<file path="src/sv/cis_ram.sv">
// simple dual-port ram with registered read
`default_nettype none
module cis_ram #(
    parameter int DEPTH = 64,
    parameter int WIDTH = 64
) (
    input  wire logic                             i_clk,
    input  wire logic                             i_we,
    input  wire logic [$clog2(DEPTH > 1 ? DEPTH : 2)-1:0] i_waddr,
    input  wire logic [WIDTH-1:0]                 i_wdata,
    input  wire logic [$clog2(DEPTH > 1 ? DEPTH : 2)-1:0] i_raddr,
    output logic      [WIDTH-1:0]                 o_rdata
);

    logic [WIDTH-1:0] r_mem [DEPTH];
    logic [WIDTH-1:0] r_rdata;

    always_ff @(posedge i_clk) begin
        if (i_we) begin
            r_mem[i_waddr] <= i_wdata;
        end
        r_rdata <= r_mem[i_raddr];
    end

    assign o_rdata = r_rdata;

endmodule
`default_nettype wire

</file>
<file path="config.mk">
export PLATFORM = sky130hd
export DESIGN_NAME = cis_ram
export DESIGN_NICKNAME = d
export VERILOG_FILES = /design/src/sv/cis_ram.sv
export SDC_FILE = /design/constraint.sdc
export NUM_CORES = 2
export LEC_CHECK = 0
export ABC_AREA = 1
export BUFFER_PORTS_ARGS = -buffer_cell sky130_fd_sc_hd__buf_2
export CAP_MARGIN = 20
export CELL_PAD_IN_SITES_DETAIL_PLACEMENT = 0
export CELL_PAD_IN_SITES_GLOBAL_PLACEMENT = 1
export CORE_MARGIN = 2
export CORE_UTILIZATION = 25
export DETAILED_ROUTE_END_ITERATION = 16
export PLACE_DENSITY = 0.42
export SLEW_MARGIN = 20
export SYNTH_ARGS = -nofsm -noshare
export SYNTH_HDL_FRONTEND = slang
export SYNTH_SLANG_ARGS = --single-unit
</file>
<file path="constraint.sdc">
create_clock -name i_clk -period 9.79 [get_ports i_clk]
set_clock_uncertainty 0.05 [all_clocks]
set_input_delay 1.958 -clock i_clk [delete_from_list [all_inputs] [get_ports i_clk]]
set_output_delay 1.958 -clock i_clk [all_outputs]
set_load 0.005 [all_outputs]
</file>
Word-level counts from Yosys, hierarchy flattened
Memories as Yosys holds them, arrays and structs flattened. A register that Yosys moved wholly into a read port is not among the register bits. Cells that the tools add are included.

Add/subtract/negate cells: 0. $mul: 0. Divide/modulo/power cells: 0. Order comparisons: 0. Equality and inequality tests: 0. Shift-type cells: 0. Mux-type cells: 2. Bitwise logic cells: 0. Reduce and logical (&&, ||, !) cells: 0.

Operators by type and width (count): 1-bit two-way mux (2).

Bits in registers: 0. Bits in latches: 0. RAM bits: 4096. ROM bits: 0. Bits of input ports: 78. Output and inout port bits: 64. Word-level logic and storage cells: 3. Memories: 1.

Memories: r_mem (depth 64, width 64, read ports 1, clocked after memory_dff 1, wr ports 1, line 15) `logic [WIDTH-1:0] r_mem [DEPTH];`.

Logic depth before layout (Yosys ltp)
Depth after elaboration: 2. Gate-level depth with buffers: 13.

Worst setup path before layout
Ideal clock, no wire load.

Path kind: input to register. Start point: input i_we. End point: memory r_mem[48][0] (enable). Arrival time: 8.594 ns. Data required time: 9.094 ns. Setup slack: 0.500 ns. Stages: 3. Path buffers: 1. Cell sequence: clkbuf_1 -> nand4_1 -> nor4_1.

Word-level cells in the longest chain between the ends: 2.

Ends and longest elaborated chain: from (decl) (line 8) `input wire logic i_we,`; 1-bit two-way mux (line 19) `if (i_we) begin`; 1-bit two-way mux (implied by the code) (line 20) `r_mem[i_waddr] <= i_wdata;`; to (decl) (line 15).

Every way passes these cells.

==> metrics.cfg <==
[timing]
setup_tns_ns=0
max_slew_margin=0.193
setup_violations=0
worst_slack_ns=5.20
finalCritPeriodShare=0.469
slew_viol_final=0
finalCriticalPeriod_ns=4.59
tightestPinTransition_ns=1.21
rsz0062_at_grt=no
finalHoldViolations=0
max_freq_mhz=218

[yosys]
synthesis.area_um2=165000
synth_nets=13500
synth-compound-area-share=0
yosys_register_bits=4160
ys_warn_count=0
async_flop_share=0
ys_seq_area_frac=0.752
synth-simple-area-share=0.219
yosysTopAreaCellShare=0.744
synth.area.mux_share=0
synthesis.instances=13400
yosysTopAreaCell=edfxtp_1
synth_edf_count=4096
yosysUniqueCellTypes=16
synth_flop_cell=edfxtp_1
ys_top_cells_by_area=edfxtp_1 (74%), nand3_1 (12%), nand2_1 (10%)
synthAdderAreaFrac=0
synth-xor-area-share=0
synth_top_family_by_area=simple AND/OR/NAND/NOR gates
synth.avg_cell_area_um2=12.3

[route]
wire_per_inst_um=30.0
drt-total-wl_um=678000
antenna_left=0
drt-pass1-iter-count=6
vias_per_cell=4.77
drtIter0Drc=10900
vias=108000
post-route-drc-count=0

[critical_path]
start_kind=input pin
rrSetupSlack_ns=7.95
critical_path_required_ns=10.71
arrival_ns=5.52
crit_path_max_fanout=70
timing_worst_setup_path_type=in -> reg
timing.rr.end=o_rdata[58]
reg2reg_depth=8
rr_startpoint=r_mem[19][58]
endpoint_kind=flip-flop

[clock_tree]
cts_setup_buffers=0
clk_latency_ns=1.05
path_clk_slew_ns=0.06
post_cts_resized=0
numCtsBuffers=475
clock_sinks=4160
cts-root-buf=clkbuf_16
cts_max_level=5
cts_buffer_depth=4
cts_hold_repair.buffers=0
cts_tree=yes

[placed_design]
hpwlAfterDp_um=331000
place_congestion=0.715
place_ws_ns=4.09
portBuffers=141

[pwr]
vdd_drop_max_mv=0.166
powerDensity_nw_per_um2=207
p_leak_uw=0.0652

[floorplan]
die_area_um2=668000
die_w_um=817
coreArea_um2=659000
rows=298
initial_core_util=0.251
fp.dieH_um=817
io_pins=142

[finish]
fillers=67000
drive_gt1_frac=0.0849
fin_nets=13500
syn2layout_area_growth_pct=15.4

[worst_hold_path]
whs_path_depth=8
hold_end=o_rdata[42]
hp-start=r_mem[8][42]
holdCritPathClass=reg -> reg

[grt]
antenna_found_initial=85
grt.total_usage=0.196
grt_start_max_net_pins=195
use_met2=0.320
grt.busiest_layer=met2
grt_util_met1=0.287
use_met3=0.0219
grt_pass1_wl_um=923000
grt_pass1_vias=104000
grt-ovfl-total=0

[outcome]
status=finished clean

[run]
cap_violations=0

[cells in the mapped netlist, types with 3 or more instances]
master    number
inv_1          8
buf_1         72
nor2_1        56
dfxtp_1       64
buf_4        134
nand2_1     4416
nor4_1         8
buf_8          3
edfxtp_1    4096
buf_6         40
buf_2        501
clkbuf_1     147
nand3_1     3847
nand4_1        9
[cell type report]
class                   instances  area, µm²  share of cell area
repair buffers                464       4100              0.0215
clock inverters               237       1770             0.00930
diodes                         12       30.0            0.000157
inverters                      12        108            0.000564
multi-input cells            8336      36600               0.192
flip-flops and latches       4160     124000               0.651
clock buffers                 660      13000              0.0682
well taps                    8700      10900              0.0571
[cell families after synthesis]
| family | Yosys count |
|---|---|
| buffers and inverters | 909 |
| flip-flops | 4160 |
| AND/OR/NAND/NOR | 8336 |
[sequential cells by signal, indices dropped and copies added, names as in the netlist]
register  cells
r_mem      4096
o_rdata      64
[how the worst max path moves through the flow]
stage	startpoint	slack, ns	cells after the start	endpoint
2_1_floorplan	i_we	0.50	3	r_mem[48][0]
3_3_place_gp	i_raddr[0]	4.03	12	o_rdata[11]
3_5_place_dp	i_raddr[0]	4.09	12	o_rdata[11]
4_1_cts	i_raddr[0]	5.22	12	o_rdata[11]
5_1_grt	i_raddr[0]	5.00	12	o_rdata[11]
6_report	i_raddr[0]	5.20	12	o_rdata[11]
[metal layers]
layer  wire length (µm)  part of all wire  vias up
met2             316000              0.47     2765
met4              10700             0.016        6
li1                   -                 -    48000
met1             321000              0.47    56200
met5                 34          0.000050        -
met3              30800             0.045      611
[power breakdown]
| group | leakage [µW] | internal (µW) | total [µW] | switching, µW |
|---|---|---|---|---|
| clock | 0.00724 | 9730 | 17300 | 7600 |
| sequential | 0.0374 | 19700 | 19800 | 113 |
| combinational | 0.0206 | 519 | 2280 | 1760 |
| total | 0.0652 | 30000 | 39400 | 9470 |
[placed cells by master, fill, tap and decap left out, drive strengths merged]
master	instances
buf	463
bufinv	19
clkbuf	661
clkinv	203
clkinvlp	5
dfxtp	64
diode	12
edfxtp	4096
inv	22
nand2	4416
nand3	3847
nand4	9
nor2	56
nor4	8
[through the flow]
step	std cells	hold slack [ns]	cell area (µm²)	util	total power [µW]
5_1_grt	22600	0.808	191000	0.290	40700
3_5_place_dp	21700	0.735	176000	0.267	22500
6_report	22600	0.734	191000	0.290	39400
2_1_floorplan	13400	0.671	165000	-	21400
3_3_place_gp	21700	0.734	176000	0.267	22600
4_1_cts	22600	0.738	191000	0.290	40000
[worst max-delay path, cell delays in order]
cell and delay [ns]:
buf_12 0.22, buf_4 0.66, buf_4 0.81, buf_4 0.70
nand2_1 0.10, nand3_1 0.12, nand3_1 0.11, nand3_1 0.12
nand3_1 0.14, nand2_1 0.12, nand2_1 0.06, nand2_1 0.08
No activity file was read; power rests on OpenSTA's default activity.
